<file path="src/design/tsag_pkg.sv">
// Shared types, constants and register codes of the scatter address generator.
package tsag_pkg;

	localparam int MAX_RANK    = 4;
	localparam int OFFSET_BITS = 48;

	localparam int NUM_DIMS   = 4;
	localparam int DIM_CAP    = (MAX_RANK < NUM_DIMS) ? MAX_RANK : NUM_DIMS;
	localparam int DIM_W      = $clog2(NUM_DIMS);
	localparam int RANK_W     = 3;
	localparam int COORD_W    = 16;
	localparam int STRIDE_W   = 32;
	localparam int PROD_W     = COORD_W + STRIDE_W;
	localparam int DATA_W     = 64;
	localparam int IDX_W      = 64;
	localparam int EXTENTS_W  = NUM_DIMS * COORD_W;
	localparam int CFG_IDX_W  = 3;
	localparam int CFG_DATA_W = 64;

	typedef enum logic [CFG_IDX_W-1:0] {
		REG_RANK        = 3'd0,
		REG_SCATTER_DIM = 3'd1,
		REG_DIM_EXTENT  = 3'd2,
		REG_SRC_EXTENTS = 3'd3,
		REG_STRIDE_A    = 3'd4,
		REG_STRIDE_B    = 3'd5,
		REG_STRIDE_C    = 3'd6,
		REG_STRIDE_D    = 3'd7
	} cfg_reg_e;

	typedef logic [COORD_W-1:0] coord_t;

	typedef struct packed {
		logic [RANK_W-1:0]                   rank;
		logic [DIM_W-1:0]                    scatter_dim;
		logic [COORD_W-1:0]                  dim_extent;
		logic [EXTENTS_W-1:0]                src_extents;
		logic [NUM_DIMS-1:0][STRIDE_W-1:0]   stride;
	} cfg_t;

	localparam cfg_t CFG_RESET = '{
		rank:        RANK_W'(1),
		scatter_dim: '0,
		dim_extent:  COORD_W'(1),
		src_extents: '0,
		stride:      '0
	};

	// One request after coordinate selection, ahead of the multipliers.
	typedef struct packed {
		logic [DATA_W-1:0]                   data;
		logic                                wr_en;
		logic                                last;
		logic [NUM_DIMS-1:0][COORD_W-1:0]    coef;
	} s1_t;

	typedef struct packed {
		logic load_s2;
		logic load_s3;
	} pipe_ctl_t;

endpackage

</file>
<file path="src/design/tsag_coord_gen.sv">
// Mixed-radix coordinate counter, index check and per-dimension coefficient select.
module tsag_coord_gen (
	input  logic                          clk,
	input  logic                          arst_n,
	input  logic                          accept,
	input  logic [tsag_pkg::DATA_W-1:0]   element_value,
	input  logic signed [tsag_pkg::IDX_W-1:0] index_value,
	input  tsag_pkg::cfg_t                cfg,
	output tsag_pkg::s1_t                 req_s1
);
	import tsag_pkg::*;

	coord_t                   coord_q [NUM_DIMS];
	coord_t                   coord_d [NUM_DIMS];
	logic [NUM_DIMS-1:0]      wrap;
	logic [RANK_W-1:0]        act_rank;
	logic                     carry;
	logic                     idx_ok;
	s1_t                      req_d;
	coord_t                   ext_raw [NUM_DIMS];

	always_comb begin
		if (cfg.rank == '0) begin
			act_rank = RANK_W'(1);
		end else if (cfg.rank > RANK_W'(DIM_CAP)) begin
			act_rank = RANK_W'(DIM_CAP);
		end else begin
			act_rank = cfg.rank;
		end
	end

	// A zero extent counts as one; a coordinate whose next value reaches its extent wraps.
	always_comb begin
		for (int k = 0; k < NUM_DIMS; k++) begin
			ext_raw[k] = cfg.src_extents[k*COORD_W +: COORD_W];
			wrap[k] = ((COORD_W+1)'(coord_q[k]) + (COORD_W+1)'(1)) >=
				((ext_raw[k] == '0) ? (COORD_W+1)'(1) : (COORD_W+1)'(ext_raw[k]));
		end
	end

	// Advance the last active dimension first and ripple the carry down.
	always_comb begin
		carry = 1'b1;
		for (int k = NUM_DIMS - 1; k >= 0; k--) begin
			coord_d[k] = coord_q[k];
			if ((RANK_W'(k) < act_rank) && carry) begin
				coord_d[k] = wrap[k] ? '0 : coord_q[k] + COORD_W'(1);
				carry = wrap[k];
			end
		end
	end

	assign idx_ok = !index_value[IDX_W-1] &&
		(index_value[IDX_W-2:COORD_W] == '0) &&
		(index_value[COORD_W-1:0] < cfg.dim_extent);

	always_comb begin
		req_d.data  = element_value;
		req_d.wr_en = idx_ok;
		req_d.last  = carry;
		for (int k = 0; k < NUM_DIMS; k++) begin
			req_d.coef[k] = '0;
			if (idx_ok && (RANK_W'(k) < act_rank)) begin
				req_d.coef[k] = (DIM_W'(k) == cfg.scatter_dim) ?
					index_value[COORD_W-1:0] : coord_q[k];
			end
		end
	end

	always_ff @(posedge clk or negedge arst_n) begin
		if (!arst_n) begin
			for (int k = 0; k < NUM_DIMS; k++) begin
				coord_q[k] <= '0;
			end
		end else if (accept) begin
			coord_q <= coord_d;
		end
	end

	always_ff @(posedge clk) begin
		if (accept) begin
			req_s1 <= req_d;
		end
	end

endmodule

</file>
<file path="config.mk">
export PLATFORM = sky130hd
export DESIGN_NAME = tsag_coord_gen
export DESIGN_NICKNAME = d
export VERILOG_FILES = /design/src/design/tsag_pkg.sv /design/src/design/tsag_coord_gen.sv
export SDC_FILE = /design/constraint.sdc
export NUM_CORES = 1
export LEC_CHECK = 0
export BUFFER_PORTS_ARGS = -buffer_cell sky130_fd_sc_hd__buf_2
export CAP_MARGIN = 20
export CORE_AREA = 2 2 183 185
export CTS_CLUSTER_DIAMETER = 30
export DETAILED_ROUTE_END_ITERATION = 10
export DIE_AREA = 0 0 185 187
export GPL_ROUTABILITY_DRIVEN = 0
export PLACE_DENSITY = 0.7
export SLEW_MARGIN = 30
export SYNTH_ARGS = -nofsm -noshare
export SYNTH_HDL_FRONTEND = slang
export SYNTH_SLANG_ARGS = --single-unit
</file>
<file path="constraint.sdc">
create_clock -name clk -period 5.8 [get_ports clk]
set_clock_uncertainty 0.05 [all_clocks]
set_input_delay 0.87 -clock clk [delete_from_list [all_inputs] [get_ports clk]]
set_output_delay 0.87 -clock clk [all_outputs]
set_load 0.03 [all_outputs]
</file>
==> metrics.txt, run 1 <==
run status finished clean; setup violators final 0; CP delay by family, top simple AND/OR/NAND/NOR gates; # IOs about 470; ys flop type edfxtp_1; die width between 150 and 200 µm; mapped cell area 11100 µm²; HPWL after DPL 30300 µm; post-route minimum period around 4.5 ns; Slew headroom between 30% and 40%; Hold WC Path Type in -> async; ranking of synthesized cells by area edfxtp_1 35%, dfrtp_1 14%, ha_1 9.4%, mux2i_1 4.3%, nand2_1 3.7%; R2R depth 15; Internal Pwr Total around 2.5 mW; cell leakage power roughly 6.4 nW; Hold Slack roughly 0.47 ns; Die ar. 34600 µm²; crit path DAT 4.86 ns; Critical-path top delay cell a2111oi_0; Logic pwr share 23.6%; vias in the first global route around 9400; Achievable Freq 0.220 GHz; DRT Pass-1 Iters 6; nets@finish around 1800; largest net degree at the start of global routing 65; total track usage between 20 and 25%; IO buf count ~350; clock buffer depth 2; die height around 190 µm; Synth top area share between 30% and 40%; clk sinks between 150 and 200; power per cell area ~270 nW/µm²; crit share post-route between 70% and 80%; Post-synth EDFFs between 100 and 150; R2R Path End coord_q[39]$_DFFE_PN0P_; Critical path buffers and inverters 1; Final ANT Viol Nets 0; post-synthesis sequential area ratio 49.8%; Worst-path clk slew roughly 0.070 ns; iteration-0 DRC count of the detailed router 734; Synth Warn # 0; Mapped Cells ~1100; Total Wirelength approximately 40000 µm; Placeable Area about 33000 µm²; worst slew pin tran approximately 0.95 ns; final hold vios 0; number of synthesized register bits ~190; CP endpoint kind flop; sw power 1.23 mW; switch share between 30% and 40%; # hold bufs at CTS 0; CP Cell Sequence ha_1 > nand3_1 > nor3_1 > nand3_1 > nor2_1 > xor2_1 > ha_1 > a21oi_1 > nor2b_1 > a2111oi_0 > o211ai_1 > and3_4 > o21ai_0 > buf_4 > a32o_1; Reg power frac approximately 47%; unrepaired setup endpoints after global routing no; area leader, netlist edfxtp_1; row cnt 67; area grow syn2layout 24.3%; drt wl/cell approximately 21 µm; register-to-register setup slack 1.26 ns; Final WS setup ~1.3 ns; vias post-DR between 9000 and 10000; startpoint types flop; Overflow after GRT 0; Post-Route Setup TNS 0 ns; post-synth cell types 61; first-pass GRT wire length about 56000 µm; Avg Inst Size Synth between 10 and 15 µm²; Post-route DRC 0; max-slew violations 0; initial core utilization 33.7%; worst r2r src coord_q[16]$_DFFE_PN0P_; CP Class reg -> reg; Power Total 3.71 mW; CP peak stage delay around 0.54 ns; clock power share around 30%; share of layout cells above drive strength 1 between 20% and 30%; Worst-Skew Late Latency between 0.4 and 0.5 ns; Place WS 1.33 ns; ys async rst share 33.0%; TritonCTS Buffers 17; TritonCTS clock tree built; setup bufs post-CTS 0; syn_nets 1477; post-cts resize count 0; max cap viols 0; dpl cell area ~13000 µm²; CP required 6.13 ns; initial antenna violation count 2; Finished Cell Area roughly 14000 µm²; Peak VDD IR 0.144 mV; CP max FO 20; H-tree depth 4; clock root cell clkbuf_16; Via density roughly 5.3
[worst register-to-register path: stages (launching register included)]
cell and delay, ns:
dfrtp_1 0.46, ha_1 0.24, nand3_1 0.14, nor3_1 0.48, nand3_1 0.26, nor2_1 0.20, xor2_1 0.30, ha_1 0.30
a21oi_1 0.15, nor2b_1 0.06, a2111oi_0 0.54, o211ai_1 0.39, and3_4 0.37, o21ai_0 0.16, buf_4 0.24, a32o_1 0.16
[power by group through the flow]
stage / Combinational, mW / Clock [mW] / Sequential, mW
3_3_place_gp: 0.852 / 0 / 1.75
5_1_grt: 0.978 / 1.19 / 1.74
6_report: 0.877 / 1.10 / 1.73
4_1_cts: 0.879 / 1.13 / 1.72
3_5_place_dp: 0.874 / 0 / 1.75
2_1_floorplan: 0.433 / 0 / 1.83
[final cells by class]
class | count | area, µm²
clock buffers | 18 | 429
fillers | 3223 | 19100
well taps | 448 | 561
diodes | 2 | 5.00
flip-flops and latches | 194 | 5510
inverters | 92 | 345
clock inverters | 14 | 106
repair buffers | 353 | 1800
multi-input cells | 718 | 5000
[placed cells by master (no fill, tap or decap), types with 23 or more instances in the layout]
master | netlist | routed
a21oi_1 | 40 | 40
buf_2 | 6 | 344
dfrtp_1 | 64 | 64
edfxtp_1 | 130 | 130
ha_1 | 83 | 83
inv_1 | 91 | 91
mux2i_1 | 48 | 48
nand2_1 | 110 | 110
nand3_1 | 36 | 36
nor2_1 | 32 | 30
nor3_1 | 65 | 65
nor4_1 | 28 | 28
o21ai_0 | 63 | 63
xnor2_1 | 23 | 23
xor2_1 | 24 | 24
[logic make-up (layout without fill, tap and decap cells)]
| logic type | after synthesis | count (layout) | synth area share (%) |
|---|---|---|---|
| simple gates | 347 | 347 | 15.7 |
| flops | 194 | 194 | 49.8 |
| compound gates | 193 | 193 | 12.0 |
| buf+inv | 138 | 477 | 5.12 |
| fa+ha+maj | 83 | 83 | 9.39 |
| mux | 48 | 48 | 4.34 |
| xor+xnor | 47 | 47 | 3.72 |
| other cells | 0 | 2 | 0 |
[cells in the mapped netlist, drive strengths merged (3+ instances only)]
master	count
inv	91
and4	6
dfrtp	64
o31ai	13
a32o	18
nand4	17
o41ai	3
a22o	3
o211ai	3
edfxtp	130
xnor2	23
nand2	111
o2bb2ai	3
nand2b	14
nor2b	6
buf	17
nor3	65
nor4	28
or3	4
a211oi	11
a41o	6
ha	83
nand3	38
xor2	24
nor2	32
a31oi	4
mux2i	48
o21ai	64
or2	5
a21o	7
and3	14
and2	4
clkbuf	29
a21oi	41
nor3b	3
[worst max-delay path by stage]
stage	start	end	slack [ns]	cells past startpoint
after floorplan	coord_q[16]$_DFFE_PN0P_	coord_q[43]$_DFFE_PN0P_	2.20	15
after global placement	coord_q[16]$_DFFE_PN0P_	coord_q[43]$_DFFE_PN0P_	1.51	13
after detailed placement	coord_q[16]$_DFFE_PN0P_	coord_q[42]$_DFFE_PN0P_	1.33	15
after CTS	coord_q[16]$_DFFE_PN0P_	coord_q[42]$_DFFE_PN0P_	1.32	15
after global routing	coord_q[16]$_DFFE_PN0P_	coord_q[36]$_DFFE_PN0P_	0.87	15
final	coord_q[16]$_DFFE_PN0P_	coord_q[39]$_DFFE_PN0P_	1.26	15
[sequential cells by signal (all words and copies together) (netlist names)]
register,flops
coord_q,64
req_s1,130
[layer usage]
layer	GRT usage (%)	wire length [µm]	up-vias
li1	-	-	4513
met1	26.9	15400	4692
met2	36.6	18300	420
met3	8.43	4320	40
met4	7.26	997	0
met5	0	0	-
[through the flow]
step,cells,util (%)
finish,1839,41.8
global route,1838,41.8
CTS,1837,41.8
detailed placement,1805,40.2
global placement,1805,40.2
floorplan,1050,-
No activity file was read; power rests on OpenSTA's default activity.
==> inputs of run 2 (changes only) <==
- ABC_AREA: default -> 1
- CORE_AREA: 2 2 183 185 -> 2 2 182 184
- DIE_AREA: 0 0 185 187 -> 0 0 184 186
- PLACE_DENSITY: 0.7 -> 0.73
- clock period: 5.8 -> 4.2 ns (I/O delays scaled with it)
==> metrics.txt, run 2 <==
met3 WL post-DR 4000 µm (-7.4%); drt wl/cell 19.4 µm (-8.3%); cell leakage power 7.40 nW (+16%); CP endpoint kind flop; crit share post-route 85.4% (+7.2 points); vias in the first global route 10200 (+9.0%); area grow syn2layout 23.8%; ys async rst share 33.0% (unchanged); M1 wire length 18100 µm (+17%); power per cell area 356 nW/µm² (+32%); Logic pwr share 21.1% (-2.5 points); crit path capture req_s1[64]$_DFFE_PP_; Reg power frac 45.3% (-1.3 points); CP max FO 17 (-15%); Achievable Freq 0.279 GHz (+26%); Peak VDD IR 0.279 mV (+94%); unrepaired setup endpoints after global routing no; post-route minimum period 3.59 ns (-0.947 ns); max cap viols 0 (unchanged); vias post-DR 10800 (+12%); R2R Path End req_s1[64]$_DFFE_PP_; total track usage 23.8% (+1.5 points); mapped cell area 11600 µm² (+4.8%); Post-Route Setup TNS 0 ns (unchanged); number of synthesized register bits 194 (unchanged); Overflow after GRT 0 (unchanged); initial core utilization 36.0% (+2.3 points); Post-route DRC 0 (unchanged); startpoint types flop; switch share 33.9% (+0.71 points); Via density 5.14 (-2.2%); R2R depth 16 (+1); top layer in use met5; ys flop type edfxtp_1; row cnt 66 (-1.5%); Total Wirelength 40800 µm (+4.6%); Worst-path clk slew 0.08 ns (about the same); max-slew violations 0 (unchanged); H-tree depth 4 (unchanged); area leader, netlist edfxtp_1; ranking of synthesized cells by area edfxtp_1 34%, dfrtp_1 14%, nand2_1 9.6%, ha_1 9.0%, inv_1 6.8%; Final WS setup 0.612 ns (-0.653 ns); worst r2r src coord_q[48]$_DFFE_PN0P_; final hold vios 0 (unchanged); post-synthesis sequential area ratio 47.5% (-2.3 points); Die ar. 34200 µm² (-1.1%); Mapped Cells 1334 (+27%); die height 186 µm (-0.53%); met2 WL 17900 µm (-1.9%); Placeable Area 32200 µm² (-2.0%); iteration-0 DRC count of the detailed router 824 (+12%); max reg flops 130 (unchanged); Internal Pwr Total 3.37 mW (+36%); nets@finish 2101 (+17%); largest net degree at the start of global routing 62 (-4.6%); most common cell in the synthesized netlist nand2_1; CP required 4.33 ns (-1.80 ns); register-to-register setup slack 0.61 ns (-0.65 ns); crit path DAT 3.72 ns (-1.14 ns); share of layout cells above drive strength 1 26.0% (-2.9 points); commonest non-fill, non-tap cell in the layout buf_2; Post-synth EDFFs 130 (unchanged); IO buf count 345 (unchanged); worst slew pin tran 0.881 ns (-0.0654 ns); TritonCTS clock tree built; crit path from coord_q[48]$_DFFE_PN0P_; # IOs 474 (unchanged); # hold bufs at CTS 0 (unchanged); post-synth cell types 42 (-31%); Place WS 0.665 ns (-0.667 ns); clock power share 33.6% (+3.8 points); first-pass GRT wire length 60300 µm (+6.8%); setup violators final 0 (unchanged); setup bufs post-CTS 0 (unchanged); post-cts resize count 0 (unchanged); DRT Pass-1 Iters 5 (-1); Final ANT Viol Nets 0 (unchanged); Top Registers req_s1 (130), coord_q (64); sw power 1.73 mW (+41%); most frequent cells in the layout 343 x buf_2, 298 x nand2_1, 209 x inv_1; clk sinks 194 (unchanged); initial antenna violation count 10 (+8); CP Class reg -> reg; syn_nets 1761 (+19%); Synth Warn # 0 (unchanged); run status finished clean; Worst-Skew Late Latency 0.44 ns (about the same); Slew headroom 41.1% (+4.4 points); TritonCTS Buffers 17 (unchanged); clock root cell clkbuf_16; die width 184 µm (-0.54%); Synth top area share 33.7% (-1.6 points); clock buffer depth 2 (unchanged); HPWL after DPL 31500 µm (+4.0%); Largest Register req_s1; synth cell count leaders 298 x nand2_1, 209 x inv_1, 130 x edfxtp_1; Avg Inst Size Synth 8.69 µm² (-17%); Hold WC Path Type in -> async
run 2: changes by cell type after synthesis, moves of 13 or more:
cell and change:
o31ai_1 -13, mux2i_1 -34, nand3_1 +45, o21ai_1 +13, nor2_2 +13, nand2b_1 -14, inv_1 +118, clkbuf_1 -16
nor2_1 +85, xnor2_1 -22, a32o_1 -18, nor3_1 -44, nand2_1 +188, xor2_1 +19
run 2: power by group through the flow:
stage	registers, mW	clock network [mW]	logic [mW]
6_report	2.31	1.72	1.08
5_1_grt	2.33	1.82	1.20
4_1_cts	2.31	1.75	1.08
3_5_place_dp	2.35	0	1.07
3_3_place_gp	2.35	0	1.04
2_1_floorplan	2.45	0	0.527
run 2: worst min-delay path by stage:
stage                       startpoint                      end  slack, ns  cells after the start
3_3_place_gp   coord_q[47]$_DFFE_PN0P_  coord_q[47]$_DFFE_PN0P_       0.41                      2
5_1_grt                         arst_n  coord_q[48]$_DFFE_PN0P_       0.14                      1
3_5_place_dp   coord_q[47]$_DFFE_PN0P_  coord_q[47]$_DFFE_PN0P_       0.42                      2
6_report                        arst_n  coord_q[59]$_DFFE_PN0P_       0.12                      1
2_1_floorplan                   arst_n   coord_q[0]$_DFFE_PN0P_       0.28                      0
4_1_cts              element_value[43]    req_s1[109]$_DFFE_PP_       0.28                      1
run 2: cells by family after synthesis:
logic type               Yosys count  synth area share [%]
AND/OR/NAND/NOR                  623                  24.7
buffers and inverters            246                  8.43
AO/OA/AOI/OAI                    130                  5.91
multiplexers                      14                  1.21
flip-flops                       194                  47.5
adder cells (fa/ha/maj)           83                  8.96
XOR/XNOR                          44                  3.32
run 2: metrics by stage:
step                cell area (µm²)  std cells  hold slack, ns  utilization, %  total power, mW
finish                        14400       2098           0.118            44.6             5.11
global route                  14400       2097           0.137            44.6             5.35
CTS                           14300       2095           0.282            44.5             5.14
detailed placement            13700       2063           0.417            42.6             3.42
global placement              13700       2063           0.414            42.6             3.39
floorplan                     11600       1334           0.284               -             2.97
run 2: layer usage:
| layer | GRT usage (%) | vias to the layer above |
|---|---|---|
| li1 | - | 5091 |
| met1 | 33.1 | 5105 |
| met2 | 37.2 | 532 |
| met3 | 5.32 | 58 |
| met4 | 6.69 | 2 |
| met5 | 0 | - |
run 2: area by class of cell:
| class | instances | area [µm²] |
|---|---|---|
| fill | 3135 | 17900 |
| timing repair buffer | 351 | 1780 |
| tap | 408 | 510 |
| antenna | 3 | 7.51 |
| sequential | 194 | 5510 |
| clock buffer | 18 | 439 |
| inverter | 216 | 818 |
| clock inverter | 14 | 181 |
| multi-input combinational | 894 | 5110 |
run 2: worst max-delay path, cell delays in order, from the launching register on:
cell	delay [ns]
dfrtp_1	0.50
ha_1	0.25
nand3_2	0.15
nor2_4	0.20
inv_1	0.08
nor3_1	0.21
nand3_1	0.13
xor2_1	0.25
inv_1	0.08
ha_1	0.33
a21oi_1	0.14
o211ai_1	0.09
inv_1	0.06
nand2_1	0.06
nor2_1	0.11
nand3_2	0.34
nor3b_1	0.28
