`config.mk`:
```
export PLATFORM = sky130hd
export DESIGN_NAME = tsag_cfg_regs
export DESIGN_NICKNAME = d
export VERILOG_FILES = /design/src/design/tsag_pkg.sv /design/src/design/tsag_cfg_regs.sv
export SDC_FILE = /design/constraint.sdc
export NUM_CORES = 1
export LEC_CHECK = 0
export BUFFER_PORTS_ARGS = -buffer_cell sky130_fd_sc_hd__buf_2
export CAP_MARGIN = 25
export CORE_MARGIN = 2
export CORE_UTILIZATION = 50
export CTS_CLUSTER_DIAMETER = 100
export DETAILED_ROUTE_END_ITERATION = 12
export PLACE_DENSITY = 0.79
export SYNTH_ARGS = -nofsm -noshare
export SYNTH_HDL_FRONTEND = slang
export SYNTH_SLANG_ARGS = --single-unit
```
`constraint.sdc`:
```
create_clock -name clk -period 1 [get_ports clk]
set_input_delay 0.2 -clock clk [delete_from_list [all_inputs] [get_ports clk]]
set_output_delay 0.2 -clock clk [all_outputs]
set_load 0.01 [all_outputs]
```
`src/design/tsag_pkg.sv`:
```
// Shared types, constants and register codes of the scatter address generator.
package tsag_pkg;

	localparam int MAX_RANK    = 4;
	localparam int OFFSET_BITS = 48;

	localparam int NUM_DIMS   = 4;
	localparam int DIM_CAP    = (MAX_RANK < NUM_DIMS) ? MAX_RANK : NUM_DIMS;
	localparam int DIM_W      = $clog2(NUM_DIMS);
	localparam int RANK_W     = 3;
	localparam int COORD_W    = 16;
	localparam int STRIDE_W   = 32;
	localparam int PROD_W     = COORD_W + STRIDE_W;
	localparam int DATA_W     = 64;
	localparam int IDX_W      = 64;
	localparam int EXTENTS_W  = NUM_DIMS * COORD_W;
	localparam int CFG_IDX_W  = 3;
	localparam int CFG_DATA_W = 64;

	typedef enum logic [CFG_IDX_W-1:0] {
		REG_RANK        = 3'd0,
		REG_SCATTER_DIM = 3'd1,
		REG_DIM_EXTENT  = 3'd2,
		REG_SRC_EXTENTS = 3'd3,
		REG_STRIDE_A    = 3'd4,
		REG_STRIDE_B    = 3'd5,
		REG_STRIDE_C    = 3'd6,
		REG_STRIDE_D    = 3'd7
	} cfg_reg_e;

	typedef logic [COORD_W-1:0] coord_t;

	typedef struct packed {
		logic [RANK_W-1:0]                   rank;
		logic [DIM_W-1:0]                    scatter_dim;
		logic [COORD_W-1:0]                  dim_extent;
		logic [EXTENTS_W-1:0]                src_extents;
		logic [NUM_DIMS-1:0][STRIDE_W-1:0]   stride;
	} cfg_t;

	localparam cfg_t CFG_RESET = '{
		rank:        RANK_W'(1),
		scatter_dim: '0,
		dim_extent:  COORD_W'(1),
		src_extents: '0,
		stride:      '0
	};

	// One request after coordinate selection, ahead of the multipliers.
	typedef struct packed {
		logic [DATA_W-1:0]                   data;
		logic                                wr_en;
		logic                                last;
		logic [NUM_DIMS-1:0][COORD_W-1:0]    coef;
	} s1_t;

	typedef struct packed {
		logic load_s2;
		logic load_s3;
	} pipe_ctl_t;

endpackage

```
`src/design/tsag_cfg_regs.sv`:
```
// Configuration register file of the scatter address generator.
module tsag_cfg_regs (
	input  logic                             clk,
	input  logic                             arst_n,
	input  logic                             cfg_wr_en,
	input  logic [tsag_pkg::CFG_IDX_W-1:0]   cfg_index,
	input  logic [tsag_pkg::CFG_DATA_W-1:0]  cfg_data,
	output tsag_pkg::cfg_t                   cfg
);
	import tsag_pkg::*;

	cfg_t cfg_q;

	always_ff @(posedge clk or negedge arst_n) begin
		if (!arst_n) begin
			cfg_q <= CFG_RESET;
		end else if (cfg_wr_en) begin
			unique case (cfg_reg_e'(cfg_index))
				REG_RANK:        cfg_q.rank        <= cfg_data[RANK_W-1:0];
				REG_SCATTER_DIM: cfg_q.scatter_dim <= cfg_data[DIM_W-1:0];
				REG_DIM_EXTENT:  cfg_q.dim_extent  <= cfg_data[COORD_W-1:0];
				REG_SRC_EXTENTS: cfg_q.src_extents <= cfg_data[EXTENTS_W-1:0];
				REG_STRIDE_A:    cfg_q.stride[0]   <= cfg_data[STRIDE_W-1:0];
				REG_STRIDE_B:    cfg_q.stride[1]   <= cfg_data[STRIDE_W-1:0];
				REG_STRIDE_C:    cfg_q.stride[2]   <= cfg_data[STRIDE_W-1:0];
				REG_STRIDE_D:    cfg_q.stride[3]   <= cfg_data[STRIDE_W-1:0];
			endcase
		end
	end

	assign cfg = cfg_q;

endmodule

```
==> results of run 1 <==
## area by class of cell
class / count / area [um2]
flip-flops and latches: 213 / 5330
repair buffers: 489 / 3840
fillers: 779 / 2890
multi-input cells: 221 / 2810
clock buffers: 27 / 621
well taps: 216 / 270
clock inverters: 13 / 180
## stage by stage
step / setup WS [ps] / cell area (um2) / power (mW) / cells
after floorplan: -328 / 8430 / 14.7 / 460
after global placement: -425 / 10200 / 17.5 / 966
after detailed placement: -462 / 10200 / 17.8 / 966
after CTS: -354 / 12400 / 28.5 / 1133
after global routing: -398 / 13100 / 31.2 / 1179
final: -357 / 13100 / 30.1 / 1179
## power by group through the flow
stage                     registers (mW)  clock network (mW)  logic (mW)
after floorplan                     12.5                   0        2.21
final                               11.9                8.99        9.25
after global placement              11.6                   0        5.96
after CTS                           11.6                8.95        7.93
after detailed placement            11.7                   0        6.14
after global routing                12.0                9.48        9.69
## per-layer routing
layer / global-route usage, % / routed length [um]
met3: 5.73 / 1680
met2: 47.9 / 13700
met4: 8.82 / 1020
met1: 32.0 / 9760
met5: 0 / 0
## cell usage after synthesis
cell,instances
buf_12,3
and4bb_1,1
mux2_2,162
nand4b_2,1
nand4b_1,1
mux2_4,38
buf_4,4
dfstp_2,2
buf_6,8
dfrtp_1,211
nor4b_2,1
nand4_1,1
and4bb_2,1
nor4bb_1,1
mux2_1,13
buf_2,11
nand4b_4,1
## worst min path at each step
stage	from	endpoint	slack, ps	depth (start not counted)
after floorplan	arst_n	cfg[0]$_DFFE_PN0P_	-100	0
after global placement	arst_n	cfg[211]$_DFFE_PN0P_	120	1
after detailed placement	arst_n	cfg[211]$_DFFE_PN0P_	120	1
after CTS	cfg_data[27]	cfg[59]$_DFFE_PN0P_	2	2
after global routing	cfg_data[31]	cfg[127]$_DFFE_PN0P_	20	2
final	cfg_data[6]	cfg[198]$_DFFE_PN0P_	10	2
## logic make-up after synthesis
logic type / Yosys count / share of synthesized area [%]
AND/OR/NAND/NOR: 8 / 1.26
flip-flops: 213 / 64.9
multiplexers: 213 / 30.9
buffers and inverters: 26 / 2.86
## timing repair
item | CTS | global route
endpoints found under the setup margin | 213 | 214
endpoints found under the hold margin | 287 | 0
cloned | 0 | 0
setup buffers | 82 | 46
hold buffers | 45 | 0
resized for setup | 54 | 56
pin swaps | 0 | 1
==> key figures, run 1 <==
Status
  – Status: finished with violations
  – Failing checks: negative setup slack

Global routing
  – Vias in the first global route: 6613
  – Total gr overflow: 0
  – Tot GR Track Use: 26.7%
  – Pin count of the biggest net entering global routing: 43
  – Initial antenna violation count: 0
  – First-pass GRT wire length: 36900 um

STA
  – Worst relative slew slack: 75.2%
  – Setup TNS: -48110 ps
  – Tightest Pin Transition: 372 ps
  – Setup Viol. Count Final: 234
  – Setup Skew: 0 ps
  – WHS: 14.5 ps
  – RSZ-0062 raised after global routing: yes
  – Slew Viols, Final: 0
  – Final hold violation count: 0
  – Final worst setup slack: -357 ps
  – Tmin final: 1360 ps
  – Fmax: 737 MHz
  – Final period util: 136%

Pwr
  – Cell Int Power: 21.7 mW
  – Lkg Pwr: 6.59 nW
  – Power Density: 2310 nW/um2
  – Logic pwr share: 30.7%
  – Clock share of power: 29.9%
  – Sequential share of power: 39.4%
  – Sw frac: 28.0%
  – Maximum VDD drop: 2.07 mV
  – Sw Pwr: 8.44 mW

Routing
  – Drt first pass iters: 5
  – DR WL/cell: 22.2 um
  – Remaining DRCs: 0
  – Via-to-Cell Ratio: 5.13
  – WL final: 26200 um
  – Routed Antenna Nets: 0
  – Initial DRC count: 245
  – Via count: 6053

Logic synthesis
  – Sequential fraction of the synthesis area: 64.9%
  – Post-synth cell types: 17
  – Area of the mapped netlist: 8210 um2
  – Top post-synthesis cells by area: dfrtp_1 64%, mux2_2 22%, mux2_4 6.9%, mux2_1 1.8%, buf_6 1.1%
  – Synthesized area per cell: 17.9 um2
  – Syn nets: 530
  – Share of the synthesized area in the top cell type: 64.3%
  – #FFs+latches synth: 213
  – Total number of yosys warnings: 0
  – Gate count after technology mapping: 460
  – Synth area leader: dfrtp_1

Critical path
  – R2r endpoint: cfg[11]$_DFFE_PN0P_
  – Endpoint type of the worst setup path: output pin
  – Reg2Reg Launch Point: cfg[11]$_DFFE_PN0P_
  – Worst setup SP type: register
  – CP Depth: 1
  – Reg2Reg Depth: 3
  – Worst Path Max Fanout: 2
  – Buf/Inv on CP: 1
  – Critical Path Slowest Stage Cell: dfstp_2
  – Worst Path Arrival: 1160 ps
  – Req. time, crit path: 800 ps
  – Critical path class: register to output pin
  – CP Capture Point: cfg[192]
  – Worst setup path start: cfg[192]$_DFFE_PN1P_
  – Critical path, cell by cell: buf_6
  – R2R Setup Slk: -60 ps
  – Delay-heaviest family, CP: flip-flops
  – Slowest Stage Delay on Critical Path: 550 ps

Floorplan
  – Die Width: 132 um
  – Core area: 15900 um2
  – Die footprint: 17500 um2
  – Die Y: 132 um
  – Starting Density: 51.5%
  – Rows: 46
  – Ports: 283

Layout
  – Most frequent cells in the layout: 211 x dfrtp_1, 199 x buf_2, 135 x mux2_2
  – Final core occ: 81.9%
  – Diode count: 0
  – Final #Nets: 1017
  – Fraction of layout cells with a size suffix above 1: 73.0%
  – Area Growth Syn to Fin: 58.9%
  – Max reg flops: 213
  – Most common cell after layout, fill and taps aside: dfrtp_1

Clock tree
  – CTS clk-pin slew, worst paths: 70 ps
  – CTS Buf Count: 22
  – CTS Sinks: 213
  – Max Root-Sink Buffers: 3
  – TritonCTS clock tree: yes
  – Clk_lat worst skew: 490 ps
  – H-Tree Depth: 1
  – Clk root buf: clkbuf_16

Flow run
  – MaxCap Viol Count: 0

Placed design
  – Post-DP HPWL: 14600 um
  – Routability-driven placement congestion ratio: 0.797
  – IO buf count: 282

Worst hold path
  – Worst Hold Class: input port to register
(Power assumes the default switching activity.)
==> run 2: changes to the inputs <==
- CORE_UTILIZATION: 50 -> 46
- PLACE_DENSITY: 0.79 -> 0.73
==> key figures, run 2 (same netlist as run 1, synthesis figures left out) <==
Worst hold path
  – Hold Path End: cfg[17]$_DFFE_PN0P_ (was cfg[198]$_DFFE_PN0P_)
  – Min-delay src: cfg_data[17] (was cfg_data[6])
  – Worst Hold Depth: 2 (unchanged)
  – Worst Hold Class: input port to register (unchanged)

Floorplan
  – Ports: 283 (unchanged)
  – Core area: 17400 um2 (was 15900 um2)
  – Die footprint: 18900 um2 (was 17500 um2)
  – Starting Density: 47.3% (was 51.5%)
  – Die Width: 138 um (was 132 um)
  – Die Y: 138 um (was 132 um)
  – Rows: 48 (was 46)

Placed design
  – Routability-driven placement congestion ratio: 0.867 (was 0.797)
  – Cell Area, Placed: 10200 um2 (about the same)
  – Post-DP HPWL: 14500 um (was 14600 um)
  – IO buf count: 282 (unchanged)
  – Placement Setup Slack: -500 ps (was -462 ps)

STA
  – Fmax: 751 MHz (was 737 MHz)
  – Worst relative slew slack: 75.4% (was 75.2%)
  – Slew Viols, Final: 0 (unchanged)
  – Final period util: 133% (was 136%)
  – RSZ-0062 raised after global routing: yes (unchanged)
  – Tmin final: 1330 ps (was 1360 ps)
  – Setup Skew: 0 ps (unchanged)
  – Setup Viol. Count Final: 222 (was 234)
  – Final worst setup slack: -331 ps (was -357 ps)
  – Final hold violation count: 0 (unchanged)
  – Tightest Pin Transition: 370 ps (was 372 ps)

Status
  – Failing checks: negative setup slack (unchanged)
  – Status: finished with violations (unchanged)

Global routing
  – First-pass GRT wire length: 32200 um (was 36900 um)
  – Vias in the first global route: 5989 (was 6613)
  – Pin count of the biggest net entering global routing: 45 (was 43)
  – Initial antenna violation count: 0 (unchanged)
  – Tot GR Track Use: 22.0% (was 26.7%)
  – Total gr overflow: 0 (unchanged)

Clock tree
  – CTS Sinks: 213 (unchanged)
  – H-Tree Depth: 1 (unchanged)
  – CTS Buf Count: 23 (was 22)
  – TritonCTS clock tree: yes (unchanged)
  – Max Root-Sink Buffers: 3 (unchanged)
  – CTS clk-pin slew, worst paths: 60 ps (was 70 ps)
  – Clk_lat worst skew: 490 ps (about the same)
  – Clk root buf: clkbuf_16 (unchanged)

Critical path
  – Req. time, crit path: 800 ps (about the same)
  – Reg2Reg Depth: 3 (unchanged)
  – Reg2Reg Launch Point: cfg[115]$_DFFE_PN0P_ (was cfg[11]$_DFFE_PN0P_)
  – R2R Setup Slk: -50 ps (was -60 ps)
  – Worst Path Arrival: 1130 ps (was 1160 ps)
  – Buf/Inv on CP: 1 (unchanged)
  – Worst setup SP type: register (unchanged)
  – Critical path, cell by cell: buf_6 (unchanged)
  – Critical path class: register to output pin (unchanged)
  – Delay-heaviest family, CP: flip-flops (unchanged)
  – Endpoint type of the worst setup path: output pin (unchanged)
  – Worst Path Max Fanout: 2 (unchanged)
  – R2r endpoint: cfg[115]$_DFFE_PN0P_ (was cfg[11]$_DFFE_PN0P_)
  – Critical Path Slowest Stage Cell: dfstp_2 (unchanged)
  – Slowest Stage Delay on Critical Path: 540 ps (was 550 ps)
  – CP Depth: 1 (unchanged)

Layout
  – Most common cell after layout, fill and taps aside: dfrtp_1 (unchanged)
  – Most frequent cells in the layout: 211 x dfrtp_1, 192 x buf_2, 140 x mux2_2 (was 211 x dfrtp_1, 199 x buf_2, 135 x mux2_2)
  – Max reg flops: 213 (unchanged)
  – Diode count: 0 (unchanged)
  – Final core occ: 73.2% (was 81.9%)
  – Design area: 12700 um2 (was 13100 um2)
  – Fraction of layout cells with a size suffix above 1: 71.3% (was 73.0%)
  – Area Growth Syn to Fin: 54.6% (was 58.9%)
  – Final #Nets: 974 (was 1017)

Routing
  – DR WL/cell: 20.1 um (was 22.2 um)
  – Remaining DRCs: 0 (unchanged)
  – Via-to-Cell Ratio: 4.95 (was 5.13)
  – WL final: 22900 um (was 26200 um)
  – Initial DRC count: 199 (was 245)
  – Via count: 5664 (was 6053)
  – Routed Antenna Nets: 0 (unchanged)
  – Drt first pass iters: 4 (was 5)

Flow run
  – MaxCap Viol Count: 0 (unchanged)

Pwr
  – Maximum VDD drop: 1.41 mV (was 2.07 mV)
  – Tot Pwr: 28.5 mW (was 30.1 mW)
  – Lkg Pwr: 6.34 nW (was 6.59 nW)
  – Power Density: 2240 nW/um2 (was 2310 nW/um2)
==> run 2: cell count changes in the layout (fill, tap and decap cells not counted), sizes merged <==
cell / previous run / this run
buf: 443 / 399
bufinv: 4 / 2
clkbuf: 28 / 37
clkinv: 6 / 3
clkinvlp: 3 / 1
dlygate4sd3: 45 / 43
==> run 2: routing by layer <==
metal	vias up	wire, um	global-route usage [%]
li1	2522	-	-
met1	2889	8580	26.0
met2	209	12200	39.7
met3	44	1660	5.63
met4	0	527	5.84
met5	-	0	0
==> run 2: area by class of cell <==
| cell class | count | area, um2 |
|---|---|---|
| Clock buffer | 34 | 657 |
| Tap cell | 225 | 282 |
| Multi-Input combinational cell | 221 | 2790 |
| Sequential cell | 213 | 5330 |
| Timing Repair Buffer | 445 | 3550 |
| Clock inverter | 6 | 82.6 |
| Fill cell | 1075 | 4660 |
==> run 2: power breakdown <==
part | switching (mW) | leakage (nW) | total [mW] | internal, mW
clock network | 3.20 | 0.361 | 8.24 | 5.04
logic | 3.23 | 3.43 | 8.45 | 5.22
registers | 1.25 | 2.55 | 11.8 | 10.5
==> run 2: per-stage QoR <==
step                TNS [ps]  hold WS, ps  instances
floorplan             -35980        -95.6        460
detailed placement    -77010          155        971
global route          -52540         4.56       1144
CTS                   -48120        0.258       1107
global placement      -72250          151        971
finish                -44980         15.1       1144
==> run 2: worst max-delay path by stage <==
stage	from	endpoint	slack (ps)
2_1_floorplan	cfg_index[1]	cfg[10]$_DFFE_PN0P_	-330
3_3_place_gp	cfg_wr_en	cfg[0]$_DFFE_PN0P_	-460
3_5_place_dp	cfg_wr_en	cfg[0]$_DFFE_PN0P_	-500
4_1_cts	cfg[192]$_DFFE_PN1P_	cfg[192]	-350
5_1_grt	cfg[192]$_DFFE_PN1P_	cfg[192]	-360
6_report	cfg[192]$_DFFE_PN1P_	cfg[192]	-330
==> run 2: timing repair <==
action                     in CTS  in global routing
hold endpoints to repair      251                  0
cloned                          0                  2
pin swaps                       0                  1
gates resized for setup        66                 55
buffers inserted               53                 39
setup endpoints to repair     213                241
hold buffers                   43                  0
==> run 3: changes to the inputs <==
- CAP_MARGIN: 25 -> default
- SLEW_MARGIN: default -> 5
- clock period: 1 -> 1.4 ns (I/O delays scaled with it)
==> key figures, run 3 (same netlist as run 1, synthesis figures left out) <==
Layout
  – Most common cell after layout, fill and taps aside: buf_2 (was dfrtp_1)
  – Non-filler cells, final: 1021 (was 1144)
  – Area Growth Syn to Fin: 32.9% (was 54.6%)
  – Fraction of layout cells with a size suffix above 1: 69.8% (was 71.3%)
  – Diode count: 0 (unchanged)
  – Most frequent cells in the layout: 279 x buf_2, 211 x dfrtp_1, 162 x mux2_2 (was 211 x dfrtp_1, 192 x buf_2, 140 x mux2_2)
  – Final core occ: 62.9% (was 73.2%)
  – Max reg flops: 213 (unchanged)
  – Final #Nets: 851 (was 974)
  – FILL cells: 1280 (was 1075)
  – Design area: 10900 um2 (was 12700 um2)

Pwr
  – Power Density: 1640 nW/um2 (was 2240 nW/um2)
  – Lkg Pwr: 5.42 nW (was 6.34 nW)
  – Maximum VDD drop: 0.960 mV (was 1.41 mV)
  – Tot Pwr: 17.9 mW (was 28.5 mW)

Critical path
  – Critical path class: register to output pin (unchanged)
  – Endpoint type of the worst setup path: output pin (unchanged)
  – Critical path, cell by cell: buf_6 (unchanged)
  – Slowest Stage Delay on Critical Path: 550 ps (was 540 ps)
  – Buf/Inv on CP: 1 (unchanged)
  – Worst Path Max Fanout: 2 (unchanged)
  – Worst setup SP type: register (unchanged)
  – Worst Path Arrival: 1150 ps (was 1130 ps)
  – Reg2Reg Depth: 1 (was 3)
  – Delay-heaviest family, CP: flip-flops (unchanged)
  – Critical Path Slowest Stage Cell: dfstp_2 (unchanged)
  – CP Depth: 1 (unchanged)
  – Req. time, crit path: 1120 ps (was 800 ps)

Routing
  – Via count: 5110 (was 5664)
  – Via-to-Cell Ratio: 5.00 (was 4.95)
  – Routed Antenna Nets: 0 (unchanged)
  – Initial DRC count: 112 (was 199)
  – WL final: 19100 um (was 22900 um)
  – Drt first pass iters: 4 (unchanged)
  – Remaining DRCs: 0 (unchanged)
  – DR WL/cell: 18.7 um (was 20.1 um)

STA
  – RSZ-0062 raised after global routing: yes (unchanged)
  – Worst relative slew slack: 74.8% (was 75.4%)
  – Tmin final: 1430 ps
  – Slew Viols, Final: 0 (unchanged)
  – Final hold violation count: 0 (unchanged)
  – Setup Viol. Count Final: 2 (was 222)
  – Fmax: 698 MHz
  – Final worst setup slack: -32.2 ps (was -331 ps)
  – Final period util: 102%
  – Setup Skew: 0 ps (unchanged)
  – Tightest Pin Transition: 379 ps (was 370 ps)
  – WHS: 8.87 ps (was 15.1 ps)
  – Setup TNS: -37.8 ps (was -44980 ps)

Clock tree
  – CTS clk-pin slew, worst paths: 60 ps (about the same)
  – CTS Sinks: 213 (unchanged)
  – Clk_lat worst skew: 490 ps (about the same)
  – TritonCTS clock tree: yes (unchanged)
  – Clk root buf: clkbuf_16 (unchanged)
  – H-Tree Depth: 1 (unchanged)
  – # Post-CTS Setup Buffers: 0 (was 53)
  – CTS Buf Count: 22 (was 23)
  – Max Root-Sink Buffers: 3 (unchanged)

Global routing
  – Pin count of the biggest net entering global routing: 49 (was 45)
  – Met3 Use GR: 3.50% (was 5.63%)
  – Total gr overflow: 0 (unchanged)
  – GRT met1 Usage: 25.3% (was 26.0%)
  – Tot GR Track Use: 20.1% (was 22.0%)
  – Vias in the first global route: 5407 (was 5989)
  – Most Crowded Layer GR: met2 (unchanged)
  – Met2 Track Usage GR: 35.3% (was 39.7%)
  – First-pass GRT wire length: 29600 um (was 32200 um)
  – Initial antenna violation count: 0 (unchanged)

Placed design
  – Placed cell count: 972 (was 971)
  – Placement Setup Slack: -156 ps (was -500 ps)
  – Post-DP HPWL: 14200 um (was 14500 um)
  – Cell Area, Placed: 10100 um2 (was 10200 um2)
  – Routability-driven placement congestion ratio: 0.772 (was 0.867)
  – IO buf count: 282 (unchanged)

Floorplan
  – Die Y: 138 um (unchanged)
  – Starting Density: 47.3% (unchanged)
  – Rows: 48 (unchanged)
  – Die footprint: 18900 um2 (unchanged)
  – Die Width: 138 um (unchanged)
  – Core area: 17400 um2 (unchanged)
  – Ports: 283 (unchanged)

Flow run
  – MaxCap Viol Count: 0 (unchanged)

Status
  – Failing checks: negative setup slack (unchanged)
  – Status: finished with violations (unchanged)

Worst hold path
  – Worst Hold Depth: 2 (unchanged)
  – Worst Hold Class: input port to register (unchanged)
[run 3: cell type report]
type                            instances  area [um2]  share of cell area (%)
Multi-Input combinational cell        221        2660                    24.4
Clock buffer                           29         628                    5.76
Timing Repair Buffer                  323        1950                    17.9
Tap cell                              225         282                    2.58
Clock inverter                         10        56.3                   0.516
Sequential cell                       213        5330                    48.9
[run 3: path summary, 6_finish.rpt]
check	start	end	slack [ps]
hold reg to reg	cfg[161]$_DFFE_PN0P_	cfg[161]$_DFFE_PN0P_	480
setup / recovery	cfg[192]$_DFFE_PN1P_	cfg[192]	-30
min in group asynchronous	arst_n	cfg[198]$_DFFE_PN0P_	280
max in group asynchronous	arst_n	cfg[82]$_DFFE_PN0P_	530
hold / removal	cfg_data[35]	cfg[163]$_DFFE_PN0P_	9
setup reg to reg	cfg[188]$_DFFE_PN0P_	cfg[188]$_DFFE_PN0P_	560
[run 3: repair_timing]
item | CTS | global route
gates cloned | 0 | 0
endpoints found under the setup margin | 2 | 2
endpoints found under the hold margin | 42 | 0
gates resized for setup | 2 | 0
hold buffers | 10 | 0
[run 3: power by group]
group,leakage [nW],switching (mW),internal [mW]
Clock,0.344,2.32,3.16
Combinational,2.52,1.98,2.21
Sequential,2.55,0.704,7.53
Total,5.42,5.00,12.9
[run 3: routing by layer]
| layer | vias to the layer above | wire [um] |
|---|---|---|
| li1 | 2282 | - |
| met1 | 2637 | 7650 |
| met2 | 155 | 9920 |
| met3 | 36 | 1090 |
| met4 | 0 | 474 |
| met5 | - | 0 |
